==> src/rtl/apl_pkg.sv <==
// Package for the audio peak level meter: field widths, channel count,
// the dB threshold table and the level to dB conversion function.
// No dependencies.
package apl_pkg;

	// Field widths and store geometry.
	localparam int LEVEL_W    = 16;
	localparam int DB_W       = 7;
	localparam int CHANNELS   = 2;
	localparam int CHAN_IDX_W = (CHANNELS > 1) ? $clog2(CHANNELS) : 1;

	// Averaging and decay shifts: avg by 15/16, slow peak by 63/64, fast peak by 7/8.
	localparam int AVG_SHIFT  = 4;
	localparam int SLOW_SHIFT = 6;
	localparam int FAST_SHIFT = 3;

	// dB scale runs from 0 down to minus DB_STEPS.
	localparam int DB_STEPS = 40;
	localparam int DB_IDX_W = $clog2(DB_STEPS + 1);

	// Threshold per dB step; entry 0 is full scale and never compared.
	localparam logic [LEVEL_W-1:0] LEVEL_THRESHOLDS [0:DB_STEPS] = '{
		16'h7fff, 16'h7213, 16'h65ab, 16'h5a9d, 16'h50c2, 16'h47fa, 16'h4026, 16'h392c,
		16'h32f4, 16'h2d6a, 16'h2879, 16'h2412, 16'h2026, 16'h1ca7, 16'h1989, 16'h16c2,
		16'h1449, 16'h1214, 16'h101d, 16'h0e5c, 16'h0ccc, 16'h0b68, 16'h0a2a, 16'h090f,
		16'h0813, 16'h0732, 16'h066a, 16'h05b7, 16'h0518, 16'h048a, 16'h040c, 16'h039b,
		16'h0337, 16'h02dd, 16'h028d, 16'h0246, 16'h0207, 16'h01ce, 16'h019c, 16'h016f,
		16'h0147
	};

	// The dB value is minus the highest step whose threshold lies above the level.
	function automatic logic signed [DB_W-1:0] level_to_db(input logic [LEVEL_W-1:0] level);
		logic [DB_IDX_W-1:0] step;
		logic [DB_W-1:0]     neg;
		step = '0;
		for (int i = 1; i <= DB_STEPS; i++) begin
			if (LEVEL_THRESHOLDS[i] > level) begin
				step = DB_IDX_W'(i);
			end
		end
		neg = DB_W'(0) - DB_W'(step);
		return signed'(neg);
	endfunction

endpackage

==> src/rtl/audio_peak_level_meter.sv <==
// Top level of the audio peak level meter: input register, per-channel
// average and peak stores, update logic and result register.
// Depends on apl_pkg.

// Usage
// The sample channel carries one word per audio sample: a channel tag and a
// signed 16-bit sample, handed over with sample_valid and sample_ready. The
// result channel returns one word per sample: the channel, the magnitude,
// the updated average, both decayed peaks and both peaks in dB from -40 to 0,
// handed over with result_valid and result_ready.
// The input register takes the sample; its word moves on into the result
// register when that register is free. One sample is taken in every cycle
// while the receiver takes every result: the input register feeds a single
// pass of adders, compares and the dB table, which writes the per-channel
// stores and the result register at the same edge, so a following sample of
// the same channel always sees the updated state. Reset clears the average
// and peak stores of every channel and empties both registers. When the
// receiver stalls, the result register holds its word and the input register
// holds one more; sample_ready then falls until the result is taken.
module audio_peak_level_meter
	import apl_pkg::*;
(
	input  logic                   clk,
	input  logic                   arst_n,
	input  logic                   sample_valid,
	output logic                   sample_ready,
	input  logic                   channel,
	input  logic signed [15:0]     sample,
	output logic                   result_valid,
	input  logic                   result_ready,
	output logic                   channel_out,
	output logic [LEVEL_W-1:0]     magnitude,
	output logic [LEVEL_W-1:0]     average,
	output logic [LEVEL_W-1:0]     slow_peak,
	output logic [LEVEL_W-1:0]     fast_peak,
	output logic signed [DB_W-1:0] slow_peak_db,
	output logic signed [DB_W-1:0] fast_peak_db
);

	localparam int AVG_SUM_W  = LEVEL_W + AVG_SHIFT;
	localparam int SLOW_SUM_W = LEVEL_W + SLOW_SHIFT;
	localparam int FAST_SUM_W = LEVEL_W + FAST_SHIFT;

	logic                   valid_s1;
	logic                   channel_s1;
	logic signed [15:0]     sample_s1;
	logic                   res_valid_q;
	logic                   channel_q;
	logic [LEVEL_W-1:0]     mag_q;
	logic [LEVEL_W-1:0]     avg_out_q;
	logic [LEVEL_W-1:0]     slow_out_q;
	logic [LEVEL_W-1:0]     fast_out_q;
	logic signed [DB_W-1:0] slow_db_q;
	logic signed [DB_W-1:0] fast_db_q;

	logic [LEVEL_W-1:0] avg_store_q  [CHANNELS];
	logic [LEVEL_W-1:0] slow_store_q [CHANNELS];
	logic [LEVEL_W-1:0] fast_store_q [CHANNELS];

	logic                   advance;
	logic [CHAN_IDX_W-1:0]  idx;
	logic [LEVEL_W-1:0]     mag;
	logic [AVG_SUM_W-1:0]   avg_sum;
	logic [LEVEL_W-1:0]     avg_new;
	logic [LEVEL_W-1:0]     slow_raised;
	logic [LEVEL_W-1:0]     fast_raised;
	logic [SLOW_SUM_W-1:0]  slow_sum;
	logic [FAST_SUM_W-1:0]  fast_sum;
	logic [LEVEL_W-1:0]     slow_new;
	logic [LEVEL_W-1:0]     fast_new;

	// The word in the input register moves on whenever the result register is free.
	assign advance      = valid_s1 && (!res_valid_q || result_ready);
	assign sample_ready = !valid_s1 || advance;

	// Input register.
	always_ff @(posedge clk or negedge arst_n) begin
		if (!arst_n) begin
			valid_s1 <= 1'b0;
		end else if (sample_ready) begin
			valid_s1 <= sample_valid;
		end
	end

	always_ff @(posedge clk) begin
		if (sample_valid && sample_ready) begin
			channel_s1 <= channel;
			sample_s1  <= sample;
		end
	end

	// Store index; with a single channel every tag maps to entry zero.
	assign idx = (CHANNELS > 1) ? CHAN_IDX_W'(channel_s1) : '0;

	// Magnitude; the most negative sample gives full scale, which still fits.
	assign mag = sample_s1[15] ? LEVEL_W'(~sample_s1 + 16'sd1) : LEVEL_W'(sample_s1);

	// Running average: (15 * avg + mag) / 16.
	always_comb begin
		avg_sum = AVG_SUM_W'({avg_store_q[idx], {AVG_SHIFT{1'b0}}})
			- AVG_SUM_W'(avg_store_q[idx]) + AVG_SUM_W'(mag);
		avg_new = avg_sum[AVG_SUM_W-1:AVG_SHIFT];
	end

	// Peaks are raised to the magnitude, then decay towards the new average.
	always_comb begin
		slow_raised = (mag > slow_store_q[idx]) ? mag : slow_store_q[idx];
		fast_raised = (mag > fast_store_q[idx]) ? mag : fast_store_q[idx];
		slow_sum = SLOW_SUM_W'({slow_raised, {SLOW_SHIFT{1'b0}}})
			- SLOW_SUM_W'(slow_raised) + SLOW_SUM_W'(avg_new);
		fast_sum = FAST_SUM_W'({fast_raised, {FAST_SHIFT{1'b0}}})
			- FAST_SUM_W'(fast_raised) + FAST_SUM_W'(avg_new);
		slow_new = slow_sum[SLOW_SUM_W-1:SLOW_SHIFT];
		fast_new = fast_sum[FAST_SUM_W-1:FAST_SHIFT];
	end

	// Per-channel stores, written together with the result register.
	always_ff @(posedge clk or negedge arst_n) begin
		if (!arst_n) begin
			for (int i = 0; i < CHANNELS; i++) begin
				avg_store_q[i]  <= '0;
				slow_store_q[i] <= '0;
				fast_store_q[i] <= '0;
			end
		end else if (advance) begin
			avg_store_q[idx]  <= avg_new;
			slow_store_q[idx] <= slow_new;
			fast_store_q[idx] <= fast_new;
		end
	end

	// Result register.
	always_ff @(posedge clk or negedge arst_n) begin
		if (!arst_n) begin
			res_valid_q <= 1'b0;
		end else if (advance) begin
			res_valid_q <= 1'b1;
		end else if (result_ready) begin
			res_valid_q <= 1'b0;
		end
	end

	always_ff @(posedge clk) begin
		if (advance) begin
			channel_q  <= channel_s1;
			mag_q      <= mag;
			avg_out_q  <= avg_new;
			slow_out_q <= slow_new;
			fast_out_q <= fast_new;
			slow_db_q  <= level_to_db(slow_new);
			fast_db_q  <= level_to_db(fast_new);
		end
	end

	assign result_valid = res_valid_q;
	assign channel_out  = channel_q;
	assign magnitude    = mag_q;
	assign average      = avg_out_q;
	assign slow_peak    = slow_out_q;
	assign fast_peak    = fast_out_q;
	assign slow_peak_db = slow_db_q;
	assign fast_peak_db = fast_db_q;

endmodule

==> config.mk <==
export PLATFORM = sky130hd
export DESIGN_NAME = audio_peak_level_meter
export DESIGN_NICKNAME = d
export VERILOG_FILES = /design/src/rtl/apl_pkg.sv /design/src/rtl/audio_peak_level_meter.sv
export SDC_FILE = /design/constraint.sdc
export NUM_CORES = 1
export LEC_CHECK = 0
export BUFFER_PORTS_ARGS = -buffer_cell sky130_fd_sc_hd__buf_2
export CAP_MARGIN = 20
export CORE_UTILIZATION = 55
export DETAILED_ROUTE_END_ITERATION = 10
export PLACE_DENSITY = 0.73
export SETUP_SLACK_MARGIN = 0.4
export SYNTH_ARGS = -nofsm -noshare
export SYNTH_HDL_FRONTEND = slang
export SYNTH_SLANG_ARGS = --single-unit
==> constraint.sdc <==
create_clock -name clk -period 10.6 [get_ports clk]
set_input_delay 1.06 -clock clk [delete_from_list [all_inputs] [get_ports clk]]
set_output_delay 1.06 -clock clk [all_outputs]
set_load 0.02 [all_outputs]
# Word-level counts from Yosys, hierarchy flattened
# Cells that the tools add are included.
# word_totals
ff_bits,194
latch_bits,0
ram_bits,0
rom_bits,0
in_bits,21
out_inout_bits,81
wordCells,221
mem_count,0
# classes
addsub,9
multipliers,0
div,0
n_lt_le_gt_ge,84
eq_ne,0
shifts,0
mux,101
n_bitwise,2
reduce_logical,8
# ops
cell,n
$mux W6,80
$mux W16,13
$gt A10 B16 Y1 const A,12
$gt A11 B16 Y1 const A,12
$gt A12 B16 Y1 const A,12
$gt A13 B16 Y1 const A,12
$gt A14 B16 Y1 const A,12
$gt A15 B16 Y1 const A,12
$gt A9 B16 Y1 const A,8
$bwmux W32,3
$gt A16 B16 Y1,2
$add A22 B16 Y22,1
$sub A22 B16 Y22,1
$add A20 B16 Y20,1
$sub A20 B16 Y20,1
$add A19 B16 Y19,1
$sub A19 B16 Y19,1
$add A16 B2 Y16 const B,1
$demux W16 S1,1
$not A16 Y16,1
$sub A1 B6 Y7 const A,2
$mux W1,4
$logic_and A1 B1 Y1,3
$ge A2 B2 Y1 const B,1
other kinds (5),7

# Depth between registers and ports, before layout
# Gate-level depths: netlist (run 1).
# depth
ltp_word,51
depth_mapped,51
depth_no_buf,47

# Worst setup path before layout (run 1)
# No wires, ideal clock.
# synth_path
path_type,register to register
start,register channel_s1
end,register slow_db_q[4] (netlist: slow_peak_db[4]) (data pin)
setup_time_ps,261
arrival_ps,10418
required_time_ps,10339
path_slack_ps,-80
stages_incl_launch_ff,48
path_buffers,6
period_less_slack_ps,10680
path_cell_list,edfxtp_1 > buf_2 > buf_1 > clkbuf_1 > buf_1 > mux2_2 > fa_1 > inv_1 > ha_1 > inv_1 > a21oi_1 > o21a_1 > o21a_1 > o21a_1 > o21a_1 > o21a_1 > o21a_1 > o21a_1 > (+12 left out) > a31oi_1 > o21ai_0 > a31o_2 > nor3_1 > a211o_1 > a211oi_1 > and2_1 > clkbuf_1 > a21oi_1 > or4b_1 > a2bb2o_4 > a311oi_2 > o21ai_1 > o221ai_2 > ha_1 > nand3_1 > a21oi_1 > xnor2_1
# synth_via
word_cells_on_any_way,95
cone_classes,add/sub (5); order compare (41); mux (48); bitwise (1)
# synth_rtl
element,line_no,text
from (decl),audio_peak_level_meter.sv:45,logic channel_s1;
from (signal assigned),audio_peak_level_meter.sv:87,channel_s1 <= channel;
$not A1 Y2 (implied by the code) *,"audio_peak_level_meter.sv:100, audio_peak_level_meter.sv:101",
$mux W16 (implied by the code) * (3 in series),"audio_peak_level_meter.sv:100, audio_peak_level_meter.sv:101",
$sub A20 B16 Y20 *,audio_peak_level_meter.sv:101,- AVG_SUM_W'(avg_store_q[idx]) + AVG_SUM_W'(mag);
$add A20 B16 Y20 *,audio_peak_level_meter.sv:101,
named net avg_sum[19],audio_peak_level_meter.sv:63,logic [AVG_SUM_W-1:0] avg_sum;
$add A22 B16 Y22 *,audio_peak_level_meter.sv:110,- SLOW_SUM_W'(slow_raised) + SLOW_SUM_W'(avg_new);
$gt A15 B16 Y1,apl_pkg.sv:37,if (LEVEL_THRESHOLDS[i] > level) begin
$mux W1,apl_pkg.sv:37,
$mux W6 (38 in series),apl_pkg.sv:37,
$mux W6 *,apl_pkg.sv:37,
$mux W6 *,audio_peak_level_meter.sv:144,if (advance) begin
$sub A1 B6 Y7 *,apl_pkg.sv:41,neg = DB_W'(0) - DB_W'(step);
to (signal assigned),audio_peak_level_meter.sv:150,slow_db_q <= level_to_db(slow_new);
to (decl),audio_peak_level_meter.sv:53,logic signed [DB_W-1:0] slow_db_q;
# Mark *: on every way through the listed nets, which the timed path passes. The rest lies on a longest branch. The select of a mux whose other input is x is not followed.
# A chain may end at the register's enable or synchronous reset.

# Worst setup path in the final report (run 1)
# layout_path
start,register sample_s1[2]
end,register slow_db_q[4] (netlist: slow_peak_db[4]) (data pin)
# layout_via
word_cells_on_any_way,90
cone_classes,add/sub (5); order compare (41); mux (43); bitwise (1)
# layout_rtl
element,line_no,text
from (decl),audio_peak_level_meter.sv:46,logic signed [15:0] sample_s1;
from (signal assigned),audio_peak_level_meter.sv:88,sample_s1 <= sample;
$not A16 Y16,audio_peak_level_meter.sv:96,assign mag = sample_s1[15] ? LEVEL_W'(~sample_s1 + 16'sd1) : LEVEL_W'(sample_s1);
$add A16 B2 Y16,audio_peak_level_meter.sv:96,
$mux W16 *,audio_peak_level_meter.sv:96,
$add A20 B16 Y20 *,audio_peak_level_meter.sv:101,
named net avg_sum[12],audio_peak_level_meter.sv:63,
$add A22 B16 Y22 *,audio_peak_level_meter.sv:110,
named net slow_sum[15],audio_peak_level_meter.sv:67,logic [SLOW_SUM_W-1:0] slow_sum;
$gt A15 B16 Y1,apl_pkg.sv:37,
$mux W1,apl_pkg.sv:37,
$mux W6 (38 in series),apl_pkg.sv:37,
$mux W6 *,apl_pkg.sv:37,
$mux W6 *,audio_peak_level_meter.sv:144,
$sub A1 B6 Y7 *,apl_pkg.sv:41,
# Marks and branches as above.

==> PnR_summary.wiki, run 1 <==
{| class="wikitable"
! Metric !! Value
|-
| Final #Nets || between 2000 and 2500
|-
| Maximum number of pins on one net before global-route repair || 94
|-
| Gp weighted congestion || 1.07
|-
| Rows || 64
|-
| Distinct cells, synth || between 100 and 150
|-
| Post-synthesis cell count || 2020
|-
| Yosys warnings || 0
|-
| Clock transition at the registers of the reported paths || 0.08 ns
|-
| Crit path time final || roughly 10 ns
|-
| Max stage delay cell, worst path || fa_1
|-
| Global-route congestion overflow total || 0
|-
| Sink Count || ~190
|-
| Source-to-sink clock delay at the later pin of the worst-skew pair || 0.46 ns
|-
| Initial Utilization || 0.561
|-
| Fillers || 2421
|-
| Max-cap check violation count || 0
|-
| Via count of the first global-routing pass || 17400
|-
| Peak clock frequency supported by timing || 99.6 MHz
|-
| DPL Wire Length || ~50000 um
|-
| Hold Crit Class || reg2reg
|-
| Predominant post-synthesis flop cell || dfrtp_1
|-
| Netlist area before placement || ~17000 um^2
|-
| Area of the placeable core || approximately 31000 um^2
|-
| Register bit count reported by yosys || 194
|-
| Number of pins with negative max-slew slack in the final report || 0
|-
| Setup repair after global routing missed its margin || no
|-
| Final hold violations || 0
|-
| Share of flip-flops with an asynchronous set or reset || 0.505
|-
| Run status || completed
|-
| Signed area change from the synthesized netlist to the final layout || 19.6%
|-
| CP endpoint kind || register
|-
| Vias per cell || 7.05
|-
| Net count of the mapped netlist || 2172
|-
| Average size of a mapped cell || 8.52 um^2
|-
| Clock tree from TritonCTS || built
|-
| CTS Buffer Depth || 2
|-
| Post-Route Setup TNS || 0 ns
|-
| Category of the critical setup timing path || reg2reg
|-
| Routed wire length || between 60000 and 70000 um
|-
| Routed WL per cell || around 26 um
|-
| Pre-CTS setup slack || 0.0569 ns
|-
| Initial antenna violation count || 0
|-
| Clock skew || 0.0140 ns
|-
| Cell types with the largest area share after synthesis || edfxtp_1, dfrtp_1, ha_1, nand2_1, o21ai_0
|-
| Maximum fanout along the worst path || 10
|-
| Vias || between 15000 and 20000
|-
| Top cell types by occurrence after synthesis || nand2_1, o21ai_0, inv_1
|-
| Proportion of layout cells with a drive suffix above 1 || 0.241
|-
| Most common cell in the synthesized netlist || nand2_1
|-
| Slew of the pin with the lowest slew margin || 0.929 ns
|-
| Most frequent cell on the critical path || o21a_1
|-
| Share of the synthesized area in the top cell type || 0.167
|-
| Wire length of the first global-routing pass || 100000 um
|-
| Residual DRC count || 0
|-
| Count of port buffers added during placement || 101
|-
| Width of the die || approximately 180 um
|-
| Count of routing violations after the opening detailed-route iteration || roughly 2600
|-
| Worst Path Required || 10.81 ns
|-
| Worst max-slew margin expressed relative to the limit || 0.372
|-
| Area of the die || 32000 um^2
|-
| Maximum cell stage delay along the critical path || ~0.53 ns
|-
| TritonCTS Buffers || 17
|-
| I/O pins || 102
|-
| Clk Tree Root Cell || clkbuf_16
|-
| Data arrival, critical path || between 10 and 15 ns
|-
| Proportion of synthesized chip area in sequential cells || 0.310
|-
| Number of enable-type register cells in the synthesized netlist || 96
|-
| Number of antenna repair diodes || 0
|-
| Final period utilization || 0.947
|-
| Antenna Violating Nets Remaining || 0
|-
| Top cell type by total area after synthesis || edfxtp_1
|-
| H-tree depth || 4
|-
| Minimum hold slack || 0.482 ns
|-
| TritonRoute pass-1 iters || 10
|-
| Setup ws final || 0.560 ns
|-
| GRT Overall Usage || 0.416
|-
| Nature of the critical path startpoint || register
|-
| Die height || 179 um
|-
| Setup violations, final || 0
|}
[flip-flops by register name, indices dropped and copies added (netlist names)]
register	cells
avg_store_q	32
fast_store_q	32
slow_store_q	32
average	16
fast_peak	16
magnitude	16
sample_s1	16
slow_peak	16
fast_peak_db	7
slow_peak_db	7
channel_out	1
channel_s1	1
result_valid	1
valid_s1	1
[through the flow]
step           instances   util  cell area [um^2]
2_1_floorplan       2020      -             17200
3_3_place_gp        2568  0.619             19000
3_5_place_dp        2568  0.619             19000
4_1_cts             2606  0.644             19800
5_1_grt             2643  0.671             20600
6_report            2643  0.671             20600
[kinds of logic after synthesis]
family	Yosys count	synth area share
fa+ha+maj	131	0.110
mux	70	0.0417
simple gates	683	0.200
buf+inv	248	0.0558
flops	194	0.310
compound gates	659	0.263
xor+xnor	35	0.0196
[cells in the final DEF (no fill, tap or decap), types with 10 or more instances in the layout]
cell type  instances
nand2_1          231
buf_4            202
o21ai_0          160
inv_1            111
buf_2            101
a21oi_1           99
dfrtp_1           98
edfxtp_1          96
ha_1              92
nor2_1            86
nand3_1           77
mux2i_1           56
nor3_1            51
a21o_1            42
nand4_1           38
fa_1              34
a211oi_1          31
a31oi_1           31
o211ai_1          28
nor4_1            27
o31ai_1           26
o21a_1            22
and3_1            22
inv_2             20
clkbuf_16         18
o21ai_1           17
and2_1            15
xor2_1            15
a21boi_0          15
mux2_2            14
or3_1             14
nor2b_1           12
a211o_1           12
xnor2_1           12
nand2b_1          11
or2_2             10
o21bai_1          10
[layout make-up]
type	count	area, um^2	area share
inverters	137	522	0.0253
clock buffers	19	458	0.0222
flip-flops and latches	194	5340	0.259
multi-input cells	1580	11600	0.565
clock inverters	13	118	0.00571
repair buffers	304	2030	0.0988
well taps	396	495	0.0241
[routing by layer]
metal  vias to the layer above  global-route usage  share of wire
li1                       8019                   -              -
met1                      8749               0.535           0.38
met2                      1468               0.639           0.44
met3                       401               0.110           0.12
met4                         0               0.217          0.062
met5                         -                   0              0
[worst paths after layout]
check | from | end | slack [ns] | depth (start not counted)
max in group asynchronous | arst_n | fast_store_q[13]$_DFFE_PN0P_ | 8.81 | 2
max reg2reg | sample_s1[2]$_DFFE_PP_ | slow_peak_db[4]$_DFFE_PP_ | 0.56 | 40
max | sample_s1[2]$_DFFE_PP_ | slow_peak_db[4]$_DFFE_PP_ | 0.56 | 40
min in group asynchronous | arst_n | valid_s1$_DFFE_PN0N_ | 0.55 | 1
min reg2reg | slow_store_q[12]$_DFFE_PN0P_ | slow_store_q[12]$_DFFE_PN0P_ | 0.48 | 2
min | slow_store_q[12]$_DFFE_PN0P_ | slow_store_q[12]$_DFFE_PN0P_ | 0.48 | 2
[critical path: cells and delay by family (launching register included)]
kind / cells / cell delay, ns
flip-flops: 1 / 0.45
AO/OA/AOI/OAI: 18 / 3.86
adder cells (fa/ha/maj): 5 / 1.83
XOR/XNOR: 2 / 0.25
AND/OR/NAND/NOR: 9 / 2.52
buffers and inverters: 6 / 0.86
[what timing repair did]
item / 4_1_cts / 5_1_grt
setup endpoints to repair: 10 / 12
pin swaps: 4 / 29
endpoints found under the hold margin: 0 / 0
cloned: 1 / 1
setup buffers: 5 / 35
hold buffers: 0 / 0
gates resized for setup: 33 / 118
Power of run 1 is left out: the tool's default activity adds up to more than one toggle a clock period on the data nets, which glitch-free logic cannot reach.
==> inputs of run 2 (changes only) <==
--- a/config.mk
+++ b/config.mk
@@ -5,6 +5,7 @@
 export SDC_FILE = /design/constraint.sdc
 export NUM_CORES = 1
 export LEC_CHECK = 0
+export ABC_AREA = 1
 export BUFFER_PORTS_ARGS = -buffer_cell sky130_fd_sc_hd__buf_2
 export CAP_MARGIN = 20
 export CORE_UTILIZATION = 55
==> run 2 against run 1 <==
Against the previous run:
- register-to-register slack improved by 0.17 ns
- critical path type unchanged
- clock skew increased by 0.011 ns
- global-route usage decreased by 3.6 points
- sequential share of layout area increased by 1.6 points
- synthesized area decreased by 5.2%
- final cell count increased by 6.4%
- count of clock-buffer cells in the layout decreased by 1
- largest cell class unchanged
- setup slack improved by 0.17 ns
- maximum frequency increased by 1.7%
==> PnR_summary.wiki, run 2 <==
{| class="wikitable"
! Metric !! Value
|-
| Routed wire length || 58600 um (-14%)
|-
| Worst reg2reg startpoint || sample_s1[0]$_DFFE_PP_
|-
| Clock tree from TritonCTS || built
|-
| Post-synthesis cell count || 2222 (+10%)
|-
| Fin util || 0.669 (-0.00189)
|-
| Worst max-slew margin expressed relative to the limit || 0.332 (-0.0401)
|-
| Register-to-register setup slack || 0.73 ns (+0.17 ns)
|-
| Area of the placeable core || 28900 um^2 (-5.7%)
|-
| Hold Crit Class || reg2reg
|-
| Antenna Violating Nets Remaining || 0 (unchanged)
|-
| Source-to-sink clock delay at the later pin of the worst-skew pair || 0.46 ns (about the same)
|-
| Post-Route Setup TNS || 0 ns (unchanged)
|-
| Max stage delay cell, worst path || fa_1
|-
| Data arrival, critical path || 10.08 ns (-0.17 ns)
|-
| Placed Instance Area || 17700 um^2 (-6.8%)
|-
| Net count of the mapped netlist || 2374 (+9.3%)
|-
| Maximum cell stage delay along the critical path || 0.54 ns (about the same)
|-
| Final period utilization || 0.931 (-0.0163)
|-
| Number of cells traversed by the worst hold path || 2 (unchanged)
|-
| Max-cap check violation count || 0 (unchanged)
|-
| Combinational family with the most area after synthesis || simple AND/OR/NAND/NOR gates
|-
| Share of flip-flops with an asynchronous set or reset || 0.505 (unchanged)
|-
| Critical Path Source || sample_s1[0]$_DFFE_PP_
|-
| Fillers || 2387 (-1.4%)
|-
| Distinct cells, synth || 64 (-42%)
|-
| TritonRoute pass-1 iters || 9 (-1)
|-
| Via count of the first global-routing pass || 16000 (-7.9%)
|-
| Cell types with the largest area share after synthesis || edfxtp_1, dfrtp_1, nand2_1, ha_1, o21ai_0
|-
| Run status || completed
|-
| Maximum number of pins on one net before global-route repair || 55 (-41%)
|-
| Most common cell in the synthesized netlist || nand2_1
|-
| Global-route congestion overflow total || 0 (unchanged)
|-
| Multiplexer fraction of the synthesized cell area || 0.0172 (-0.0246)
|-
| Vias || 17100 (-8.3%)
|-
| Yosys warnings || 0 (unchanged)
|-
| Area share of fa/ha/maj cells after synthesis || 0.116 (+0.00602)
|-
| Netlist area before placement || 16300 um^2 (-5.2%)
|-
| Crit path time final || 9.87 ns (-0.172 ns)
|-
| Min-Delay Startpoint || avg_store_q[17]$_DFFE_PN0P_
|-
| Final #Nets || 2566 (+7.5%)
|-
| Category of the critical setup timing path || reg2reg
|-
| Area of the die || 30400 um^2 (-5.1%)
|-
| Rows || 62 (-3.1%)
|-
| Width of the die || 174 um (-2.6%)
|-
| Setup violations, final || 0 (unchanged)
|-
| Maximum fanout along the worst path || 10 (unchanged)
|-
| Number of antenna repair diodes || 0 (unchanged)
|-
| Number of pins with negative max-slew slack in the final report || 0 (unchanged)
|-
| Post-Synth Simple-Gate Area || 0.279 (+0.0784)
|-
| Register bit count reported by yosys || 194 (unchanged)
|-
| Clk Tree Root Cell || clkbuf_16
|-
| Registers with the highest flip-flop counts || avg_store_q x32, fast_store_q x32, slow_store_q x32
|-
| Gp weighted congestion || 1.11 (+4.3%)
|-
| Count of port buffers added during placement || 101 (unchanged)
|-
| Top cell types by occurrence after synthesis || nand2_1, inv_1, o21ai_0
|-
| Top cell type by total area after synthesis || edfxtp_1
|-
| DPL Wire Length || 44100 um (-12%)
|-
| Peak clock frequency supported by timing || 101 MHz (+1.7%)
|-
| H-tree depth || 4 (unchanged)
|-
| Nature of the critical path startpoint || register
|-
| Share of the synthesized area in the top cell type || 0.177 (+0.00917)
|-
| CTS Buffer Depth || 2 (unchanged)
|-
| Wire length of the first global-routing pass || 88800 um (-11%)
|-
| Proportion of synthesized chip area in sequential cells || 0.327 (+0.0170)
|-
| Depth of the worst register-to-register path || 81 (+100%)
|-
| Clock transition at the registers of the reported paths || 0.08 ns (about the same)
|-
| Predominant post-synthesis flop cell || dfrtp_1
|-
| Post-route cell area || 19400 um^2 (-5.9%)
|-
| Worst Path Required || 10.81 ns (about the same)
|-
| I/O pins || 102 (unchanged)
|-
| Most common cell after layout, fill and taps aside || nand2_1
|-
| Residual DRC count || 0 (unchanged)
|-
| GRT Overall Usage || 0.380 (-0.0356)
|-
| Hold-fix buffers, CTS || 0 (unchanged)
|-
| Number of enable-type register cells in the synthesized netlist || 96 (unchanged)
|-
| Proportion of layout cells with a drive suffix above 1 || 0.213 (-0.0273)
|-
| Count of routing violations after the opening detailed-route iteration || 1933 (-27%)
|-
| Setup repair after global routing missed its margin || yes
|-
| CP endpoint kind || register
|-
| Final hold violations || 0 (unchanged)
|-
| Most frequent cell on the critical path || nand2_1
|-
| TritonCTS Buffers || 17 (unchanged)
|-
| Sink Count || 194 (unchanged)
|-
| Signed area change from the synthesized netlist to the final layout || 18.7%
|-
| Average size of a mapped cell || 7.34 um^2 (-14%)
|-
| Share of the synthesized area in compound gates (AO/OA/AOI/OAI) || 0.148 (-0.114)
|-
| Die height || 174 um (-2.6%)
|-
| Xor/xnor share of the synthesized area || 0.0295 (+0.00996)
|-
| Routed WL per cell || 20.8 um (-19%)
|-
| Vias per cell || 6.08 (-14%)
|-
| Slew of the pin with the lowest slew margin || 0.998 ns (+0.0690 ns)
|-
| Clock skew || 0.0251 ns (+0.0111 ns)
|-
| Initial antenna violation count || 0 (unchanged)
|-
| Top library cells by usage in the layout, fill and taps aside || nand2_1, inv_1, o21ai_0, nor2_1, buf_4
|-
| Initial Utilization || 0.564 (+0.00276)
|}
==> run 2: cell types whose count changed after synthesis, sizes merged, moves of 37 or more <==
cell    change
clkbuf     -50
inv       +164
o21ai      +62
nand2     +380
nor2      +119
a211oi     -37
==> run 2: per-stage QoR <==
stage | instances | hold WS, ns | setup slack, ns
final | 2811 | 0.485 | 0.733
after CTS | 2773 | 0.484 | 0.434
after floorplan | 2222 | 0.444 | 0.549
after global placement | 2739 | 0.457 | 0.210
after global routing | 2811 | 0.502 | 0.142
after detailed placement | 2739 | 0.464 | -0.144
==> run 2: final cells by class <==
cell class | instances | area, um^2 | area share
multi-input combinational | 1675 | 10300 | 0.533
sequential | 194 | 5340 | 0.275
timing repair buffer | 218 | 1430 | 0.0738
inverter | 308 | 1180 | 0.0610
tap | 384 | 480 | 0.0248
clock buffer | 18 | 439 | 0.0227
clock inverter | 14 | 185 | 0.00956
==> run 2: worst paths after layout <==
| path | endpoint |
|---|---|
| max in group asynchronous | slow_store_q[22]$_DFFE_PN0P_ |
| max | slow_peak_db[4]$_DFFE_PP_ |
| max reg2reg | slow_peak_db[4]$_DFFE_PP_ |
| min | avg_store_q[17]$_DFFE_PN0P_ |
| min reg2reg | avg_store_q[17]$_DFFE_PN0P_ |
| min in group asynchronous | fast_store_q[20]$_DFFE_PN0P_ |
==> run 2: critical path, delay by kind of cell, from the launching register on <==
kind | cells | cell delay, ns
compound gates | 12 | 2.22
buf+inv | 6 | 0.48
simple gates | 54 | 3.80
fa+ha+maj | 6 | 1.94
flops | 1 | 0.42
xor+xnor | 3 | 0.71
==> run 2: cell families after synthesis <==
kind of cell | Yosys count
flip-flops | 194
multiplexers | 28
adder cells (fa/ha/maj) | 131
AO/OA/AOI/OAI | 431
XOR/XNOR | 43
AND/OR/NAND/NOR | 1042
buffers and inverters | 353
==> run 2: metal layers <==
metal / track usage / wire length (um) / vias to the layer above
met3: 0.0794 / 6160 / 284
met4: 0.190 / 3390 / 0
met1: 0.496 / 22900 / 7952
met5: 0 / 0 / -
met2: 0.599 / 26100 / 1115
li1: - / - / 7746
==> run 2: repair_timing <==
action,in CTS,in global routing
gates resized for setup,14,174
pin swaps,2,64
endpoints found under the setup margin,12,12
buffers inserted,2,38
Power of run 2 is left out for the same reason.
